==> src/hw/rtl/abkf_pkg.sv <==
// Shared types, opcodes, register selects and the update microprogram.
`timescale 1ns / 1ps

package abkf_pkg;

  localparam int FIELD_W = 48;
  localparam int NOISE_W = 47;
  localparam int DT_W    = 32;

  typedef logic [2:0] cfg_idx_t;
  localparam cfg_idx_t CFG_Q_ANGLE      = 3'd0;
  localparam cfg_idx_t CFG_Q_BIAS       = 3'd1;
  localparam cfg_idx_t CFG_R_MEASURE    = 3'd2;
  localparam cfg_idx_t CFG_ANGLE_INIT   = 3'd3;
  localparam cfg_idx_t CFG_BIAS_INIT    = 3'd4;
  localparam cfg_idx_t CFG_P00_INIT     = 3'd5;
  localparam cfg_idx_t CFG_P11_INIT     = 3'd6;
  localparam cfg_idx_t CFG_P_CROSS_INIT = 3'd7;

  localparam logic OPC_UPDATE = 1'b0;
  localparam logic OPC_LOAD   = 1'b1;

  typedef logic [1:0] alu_op_t;
  localparam alu_op_t OP_ADD = 2'd0;
  localparam alu_op_t OP_SUB = 2'd1;
  localparam alu_op_t OP_MUL = 2'd2;
  localparam alu_op_t OP_DIV = 2'd3;

  typedef struct packed {
    logic    start;
    alu_op_t op;
  } alu_req_t;

  typedef logic [3:0] reg_sel_t;
  localparam reg_sel_t R_ANGLE = 4'd0;
  localparam reg_sel_t R_BIAS  = 4'd1;
  localparam reg_sel_t R_COVA  = 4'd2;
  localparam reg_sel_t R_COVX  = 4'd3;
  localparam reg_sel_t R_COVB  = 4'd4;
  localparam reg_sel_t R_DT    = 4'd5;
  localparam reg_sel_t R_MA    = 4'd6;
  localparam reg_sel_t R_MR    = 4'd7;
  localparam reg_sel_t R_T     = 4'd8;
  localparam reg_sel_t R_S     = 4'd9;
  localparam reg_sel_t R_K0    = 4'd10;
  localparam reg_sel_t R_K1    = 4'd11;
  localparam reg_sel_t R_Y     = 4'd12;
  localparam reg_sel_t R_QA    = 4'd13;
  localparam reg_sel_t R_QB    = 4'd14;
  localparam reg_sel_t R_RM    = 4'd15;

  typedef struct packed {
    alu_op_t  op;
    reg_sel_t dst;
    reg_sel_t src_a;
    reg_sel_t src_b;
  } step_t;

  localparam int PROG_LEN = 27;
  typedef logic [4:0] pc_t;
  localparam pc_t PC_LAST = 5'd26;

  // predict, gains, correct, covariance update (old cross term used first)
  localparam step_t PROG [PROG_LEN] = '{
    '{OP_SUB, R_T,     R_MR,    R_BIAS},
    '{OP_MUL, R_T,     R_DT,    R_T},
    '{OP_ADD, R_ANGLE, R_ANGLE, R_T},
    '{OP_MUL, R_T,     R_DT,    R_COVB},
    '{OP_SUB, R_T,     R_T,     R_COVX},
    '{OP_SUB, R_T,     R_T,     R_COVX},
    '{OP_ADD, R_T,     R_T,     R_QA},
    '{OP_MUL, R_T,     R_DT,    R_T},
    '{OP_ADD, R_COVA,  R_COVA,  R_T},
    '{OP_MUL, R_T,     R_DT,    R_COVB},
    '{OP_SUB, R_COVX,  R_COVX,  R_T},
    '{OP_MUL, R_T,     R_QB,    R_DT},
    '{OP_ADD, R_COVB,  R_COVB,  R_T},
    '{OP_ADD, R_S,     R_COVA,  R_RM},
    '{OP_DIV, R_K0,    R_COVA,  R_S},
    '{OP_DIV, R_K1,    R_COVX,  R_S},
    '{OP_SUB, R_Y,     R_MA,    R_ANGLE},
    '{OP_MUL, R_T,     R_K0,    R_Y},
    '{OP_ADD, R_ANGLE, R_ANGLE, R_T},
    '{OP_MUL, R_T,     R_K1,    R_Y},
    '{OP_ADD, R_BIAS,  R_BIAS,  R_T},
    '{OP_MUL, R_T,     R_K1,    R_COVX},
    '{OP_SUB, R_COVB,  R_COVB,  R_T},
    '{OP_MUL, R_T,     R_K0,    R_COVX},
    '{OP_SUB, R_COVX,  R_COVX,  R_T},
    '{OP_MUL, R_T,     R_K0,    R_COVA},
    '{OP_SUB, R_COVA,  R_COVA,  R_T}
  };

endpackage

==> src/hw/rtl/abkf_alu.sv <==
// Shared saturating fixed-point unit: add, sub, iterative multiply and divide.
`timescale 1ns / 1ps

module abkf_alu #(
  parameter int WORD_WIDTH = 48,
  parameter int FRAC_BITS  = 32
) (
  input  logic                         clk,
  input  logic                         rst,
  input  abkf_pkg::alu_req_t           req,
  input  logic signed [WORD_WIDTH-1:0] a,
  input  logic signed [WORD_WIDTH-1:0] b,
  output logic                         done,
  output logic signed [WORD_WIDTH-1:0] result
);
  import abkf_pkg::*;

  localparam int W   = WORD_WIDTH;
  localparam int F   = FRAC_BITS;
  localparam int CH  = 16;
  localparam int NCH = (W + CH - 1) / CH;
  localparam int YW  = NCH * CH;
  localparam int PW  = W + YW;
  localparam int QW  = W + F;
  localparam int VW  = (PW + 1 > QW) ? PW + 1 : QW;
  localparam int CW  = $clog2(QW + 1);

  localparam logic [2:0] S_IDLE = 3'd0;
  localparam logic [2:0] S_MUL  = 3'd1;
  localparam logic [2:0] S_DIV  = 3'd2;
  localparam logic [2:0] S_SAT  = 3'd3;
  localparam logic [2:0] S_NEG  = 3'd4;

  localparam logic signed [W-1:0] WMAX = {1'b0, {(W-1){1'b1}}};
  localparam logic signed [W-1:0] WMIN = {1'b1, {(W-1){1'b0}}};

  logic [2:0]    state;
  logic [CW-1:0] cnt;
  alu_op_t       op_r;
  logic          neg;
  logic [W-1:0]  x;
  logic [PW-1:0] p;
  logic [W-1:0]  r;
  logic [W-1:0]  dv;
  logic [QW-1:0] qd;
  logic [W-1:0]  mag;

  logic [W-1:0]      ua, ub, a_mag, b_mag;
  logic signed [W:0] sa, ss;
  logic signed [W-1:0] add_res, sub_res;
  logic [W+CH-1:0]   pp, acc;
  logic [PW-1:0]     p_next;
  logic [W:0]        rs;
  logic              ge;
  logic [W-1:0]      r_next;
  logic [VW-1:0]     val, lim;
  logic [W-1:0]      mag_next;

  always_comb begin
    ua    = a;
    ub    = b;
    a_mag = a[W-1] ? (~ua + W'(1)) : ua;
    b_mag = b[W-1] ? (~ub + W'(1)) : ub;
    sa    = {a[W-1], a} + {b[W-1], b};
    ss    = {a[W-1], a} - {b[W-1], b};
    add_res = (sa[W] != sa[W-1]) ? (sa[W] ? WMIN : WMAX) : sa[W-1:0];
    sub_res = (ss[W] != ss[W-1]) ? (ss[W] ? WMIN : WMAX) : ss[W-1:0];
    pp     = {{CH{1'b0}}, x} * {{W{1'b0}}, p[CH-1:0]};
    acc    = {{CH{1'b0}}, p[PW-1:YW]} + pp;
    p_next = {acc, p[YW-1:CH]};
    rs     = {r, qd[QW-1]};
    ge     = rs >= {1'b0, dv};
    r_next = ge ? (rs[W-1:0] - dv) : rs[W-1:0];
    if (op_r == OP_MUL) begin
      val = (VW'(p) + (VW'(1) << (F - 1))) >> F;
    end else begin
      val = VW'(qd);
    end
    lim      = (VW'(1) << (W - 1)) - (neg ? VW'(0) : VW'(1));
    mag_next = (val > lim) ? lim[W-1:0] : val[W-1:0];
  end

  always_ff @(posedge clk) begin
    if (rst) begin
      state <= S_IDLE;
      done  <= 1'b0;
      cnt   <= '0;
    end else begin
      unique case (state)
        S_IDLE: begin
          if (req.start) begin
            op_r <= req.op;
            unique case (req.op)
              OP_ADD: begin
                result <= add_res;
                done   <= 1'b1;
              end
              OP_SUB: begin
                result <= sub_res;
                done   <= 1'b1;
              end
              OP_MUL: begin
                x     <= a_mag;
                p     <= PW'(b_mag);
                neg   <= a[W-1] ^ b[W-1];
                cnt   <= '0;
                done  <= 1'b0;
                state <= S_MUL;
              end
              default: begin
                if (b[W-1] || (b == '0)) begin
                  result <= '0;
                  done   <= 1'b1;
                end else begin
                  neg   <= a[W-1];
                  r     <= '0;
                  dv    <= ub;
                  qd    <= QW'(a_mag) << F;
                  cnt   <= '0;
                  done  <= 1'b0;
                  state <= S_DIV;
                end
              end
            endcase
          end else begin
            done <= 1'b0;
          end
        end
        S_MUL: begin
          p    <= p_next;
          cnt  <= cnt + CW'(1);
          done <= 1'b0;
          if (cnt == CW'(NCH - 1)) state <= S_SAT;
        end
        S_DIV: begin
          r    <= r_next;
          qd   <= {qd[QW-2:0], ge};
          cnt  <= cnt + CW'(1);
          done <= 1'b0;
          if (cnt == CW'(QW - 1)) state <= S_SAT;
        end
        S_SAT: begin
          mag   <= mag_next;
          done  <= 1'b0;
          state <= S_NEG;
        end
        S_NEG: begin
          result <= neg ? (~mag + W'(1)) : mag;
          done   <= 1'b1;
          state  <= S_IDLE;
        end
        default: begin
          done  <= 1'b0;
          state <= S_IDLE;
        end
      endcase
    end
  end

endmodule

==> config.mk <==
export PLATFORM = sky130hd
export DESIGN_NAME = abkf_alu
export DESIGN_NICKNAME = d
export VERILOG_FILES = /design/src/hw/rtl/abkf_pkg.sv /design/src/hw/rtl/abkf_alu.sv
export SDC_FILE = /design/constraint.sdc
export NUM_CORES = 2
export LEC_CHECK = 0
export ABC_AREA = 1
export ABC_CLOCK_PERIOD_IN_PS = 27700
export BUFFER_PORTS_ARGS = -buffer_cell sky130_fd_sc_hd__buf_2
export CAP_MARGIN = 20
export CORE_MARGIN = 8
export CORE_UTILIZATION = 60
export CTS_CLUSTER_DIAMETER = 30
export DETAILED_ROUTE_END_ITERATION = 7
export GPL_TIMING_DRIVEN = 0
export HOLD_SLACK_MARGIN = 0.08
export MAX_ROUTING_LAYER = met4
export PLACE_DENSITY = 0.76
export SYNTH_ARGS = -nofsm -noshare
export SYNTH_HDL_FRONTEND = slang
export SYNTH_SLANG_ARGS = --single-unit
==> constraint.sdc <==
create_clock -name clk -period 27.7 [get_ports clk]
set_input_delay 2.77 -clock clk [delete_from_list [all_inputs] [get_ports clk]]
set_output_delay 2.77 -clock clk [all_outputs]
set_load 0.005 [all_outputs]
==> flow_metrics.py <==
metrics = {
    "worst_setup_path": {
        "rrSetupSlack_ps": 18340,
        "worstSetupStartpointType": "register",
        "path_class": "reg -> reg",
        "cp.required_ps": 28090,
        "cp_max_fo": 10,
        "endpoint_kind": "register",
        "timing.rr.end": "p[79]",
        "critical_path_arrival_ps": 9760,
        "timing.rr.start": "p[6]",
        "rr_worst_depth": 26,
    },
    "placed_design": {
        "gp_congestion": 1.18,
        "pre_cts_ws_ps": 18790,
        "portBuffers": 149,
        "post-dp-hpwl_um": 228000,
    },
    "logic_synthesis": {
        "ys_seq_elements": 430,
        "synthDistinctLibCells": 56,
        "synth_xor_area_share_pct": 3.64,
        "synth_edf_count": 419,
        "syn_area_um2": 62300,
        "synthCells": 8683,
        "ys.flop_type": "edfxtp_1",
        "synthArstFlopShare_pct": 0,
        "synth_top_family_by_area": "adder cells",
        "syn_nets": 9813,
        "synth_compound_area_share_pct": 8.83,
        "synth_mux_area_share_pct": 0,
        "yosys.area_share.simple_pct": 25.1,
        "syn_avg_cell_area_um2": 7.17,
        "synthAdderAreaFrac_pct": 29.0,
        "synth_seq_area_share_pct": 20.6,
        "synth_warnings": 0,
    },
    "layout": {
        "fin_util_pct": 66.0,
        "final_cell_mix": "nand2_1, inv_1, nor2_1",
        "layout-drive-gt1-share_pct": 4.78,
        "fillers": 8870,
        "syn_to_final_growth_pct": 9.37,
        "final_common_cell": "nand2_1",
        "nets": 10100,
    },
    "cts": {
        "clock-sinks": 430,
        "postCtsResizedCells": 0,
        "htreeDepth": 3,
        "clock_latency_ps": 670,
        "post-cts-setup-buffers": 0,
        "clkTransAtPathRegs_ps": 60,
        "postCtsHoldBufs": 0,
        "clockBufferDepth": 3,
        "cts_tree": "done",
        "cts-root-buf": "clkbuf_16",
        "cts_buffers": 79,
    },
    "timing": {
        "timing.final.crit_period_ps": 9360,
        "fmax_mhz": 107,
        "finalClockSkew_ps": 46.4,
        "whs_ps": 505,
        "worstMarginPinSlew_ps": 1310,
        "layout_setup_ws_ps": 18340,
        "relSlewSlack_pct": 10.6,
        "layout_worst_path_cycle_share_pct": 33.8,
        "rsz0062_at_grt": "no",
        "final.setup.tns_ps": 0,
        "slew_viol_final": 0,
        "finalSetupViolCount": 0,
        "finalHoldViolCount": 0,
    },
    "grt": {
        "grt_overflow": 0,
        "grt_pass1_wl_um": 401000,
        "grt_pass1_vias": 62800,
        "track_usage_pct": 48.7,
        "antenna_found_initial": 24,
        "grt_max_degree": 49,
    },
    "detailed_routing": {
        "drc": 30,
        "wl_um": 278000,
        "ant_nets": 0,
        "viasPerCell": 6.10,
        "via_count": 63500,
        "drt_iter0_drc": 8788,
        "wl_per_cell_um": 26.7,
        "drt_pass1_iterations": 8,
    },
    "hold_path": {
        "whs_path_depth": 2,
        "hold_end": "cnt[6]",
        "hp-start": "cnt[6]",
        "hp-class": "reg -> reg",
    },
    "die": {
        "start_util_pct": 60.4,
        "die_h_um": 338,
        "die_w_um": 338,
        "core_area_um2": 103000,
        "io_pins": 150,
        "placementRows": 118,
        "dieArea_um2": 114000,
    },
    "run_status": {
        "outcome": "finished, violations left",
        "failed_checks": "DRC",
    },
    "flow_run": {
        "cap_viol_max_count": 0,
    },
}
[worst max-delay path, cell delays in order, from the launching register on]
cell and delay, ps:
edfxtp_1 460, clkbuf_1 880, clkbuf_1 700, nand2_1 230, fa_1 640, inv_1 70, fa_1 580, inv_1 80
fa_1 500, inv_1 50, fa_1 480, fa_1 560, inv_1 60, fa_1 590, inv_1 60, ha_1 450
nand2_1 160, nor2_1 120, inv_1 130, nor2_1 170, and3_1 170, nand2_1 50, nand2_1 340, a21oi_1 210
o21ai_0 720, o21ai_0 150, a21oi_1 440
[layer usage]
layer / global-route usage (%) / vias to the layer above / wire length [µm]
li1: - / 27300 / -
met1: 55.1 / 29600 / 91700
met2: 69.8 / 5032 / 115000
met3: 12.6 / 1578 / 35800
met4: 45.7 / 0 / 34900
met5: - / - / 0
[area by class of cell]
type / instances / area (µm²) / share of cell area, %
multi-input combinational: 6160 / 41500 / 61.0
buffer: 334 / 1390 / 2.04
sequential: 430 / 12800 / 18.8
inverter: 1759 / 6600 / 9.69
antenna: 26 / 65.1 / 0.0955
tap: 1380 / 1730 / 2.53
clock buffer: 83 / 2000 / 2.94
timing repair buffer: 182 / 1220 / 1.79
clock inverter: 62 / 781 / 1.15
[Yosys cell counts, types with 3 or more instances]
master	n	area [µm²]
a211oi_1	4	30.0
a21boi_0	25	188
a21o_1	34	255
a21oi_1	395	1980
a221oi_1	7	61.3
a31oi_1	45	282
and2_1	6	37.5
and3_1	5	31.3
buf_1	11	41.3
buf_2	51	255
buf_4	5	37.5
buf_6	4	45.0
clkbuf_1	261	980
dfxtp_1	11	220
edfxtp_1	419	12600
fa_1	693	13900
ha_1	336	4200
inv_1	1753	6580
inv_2	4	15.0
nand2_1	2353	8830
nand2_2	11	68.8
nand3_1	383	1920
nand3_2	3	30.0
nand3b_1	13	97.6
nand4_1	66	413
nor2_1	861	3230
nor2_2	6	37.5
nor3_1	91	455
nor3_2	4	40.0
nor4_1	46	288
o211ai_1	10	75.1
o21a_1	14	105
o21ai_0	407	2040
o21ai_1	6	30.0
o21bai_1	31	233
o221ai_1	3	26.3
o22ai_1	3	18.8
o31ai_1	15	113
or2_2	7	43.8
xnor2_1	67	587
xor2_1	192	1680
[logic make-up (layout without fill, tap and decap cells)]
kind of cell               after synthesis  in the layout
other                                    0             26
buffers and inverters                 2093           2420
adders and majority gates             1029           1029
AOI/OAI and AO/OA                     1007           1007
and+or+nand+nor                       3865           3865
xor gates and xnor gates               259            259
DFF                                    430            430
[worst max-delay path by stage]
stage / endpoint / start / slack [ps] / depth (start not counted)
floorplan: qd[0] / b[1] / 13800 / 9
global placement: qd[28] / b[1] / 8130 / 10
detailed placement: p[75] / p[9] / 18790 / 25
CTS: p[75] / p[9] / 18750 / 25
global route: p[79] / p[6] / 18510 / 26
finish: p[79] / p[6] / 18340 / 26
[stage by stage]
stage               std cells  instance area [µm²]
global placement        10200                64800
detailed placement      10200                65200
finish                  10400                68100
floorplan                8683                62300
CTS                     10400                68000
global route            10400                68100
[registers in the layout, summed over array words and instances, names as in the netlist]
signal  cells
x          48
done        1
state       3
mag        48
op_r        2
cnt         7
dv         48
neg         1
p          96
qd         80
result     48
r          48
Power is not shown: default switching activity piles up to over one toggle a cycle in this logic, so the estimate is an artifact.
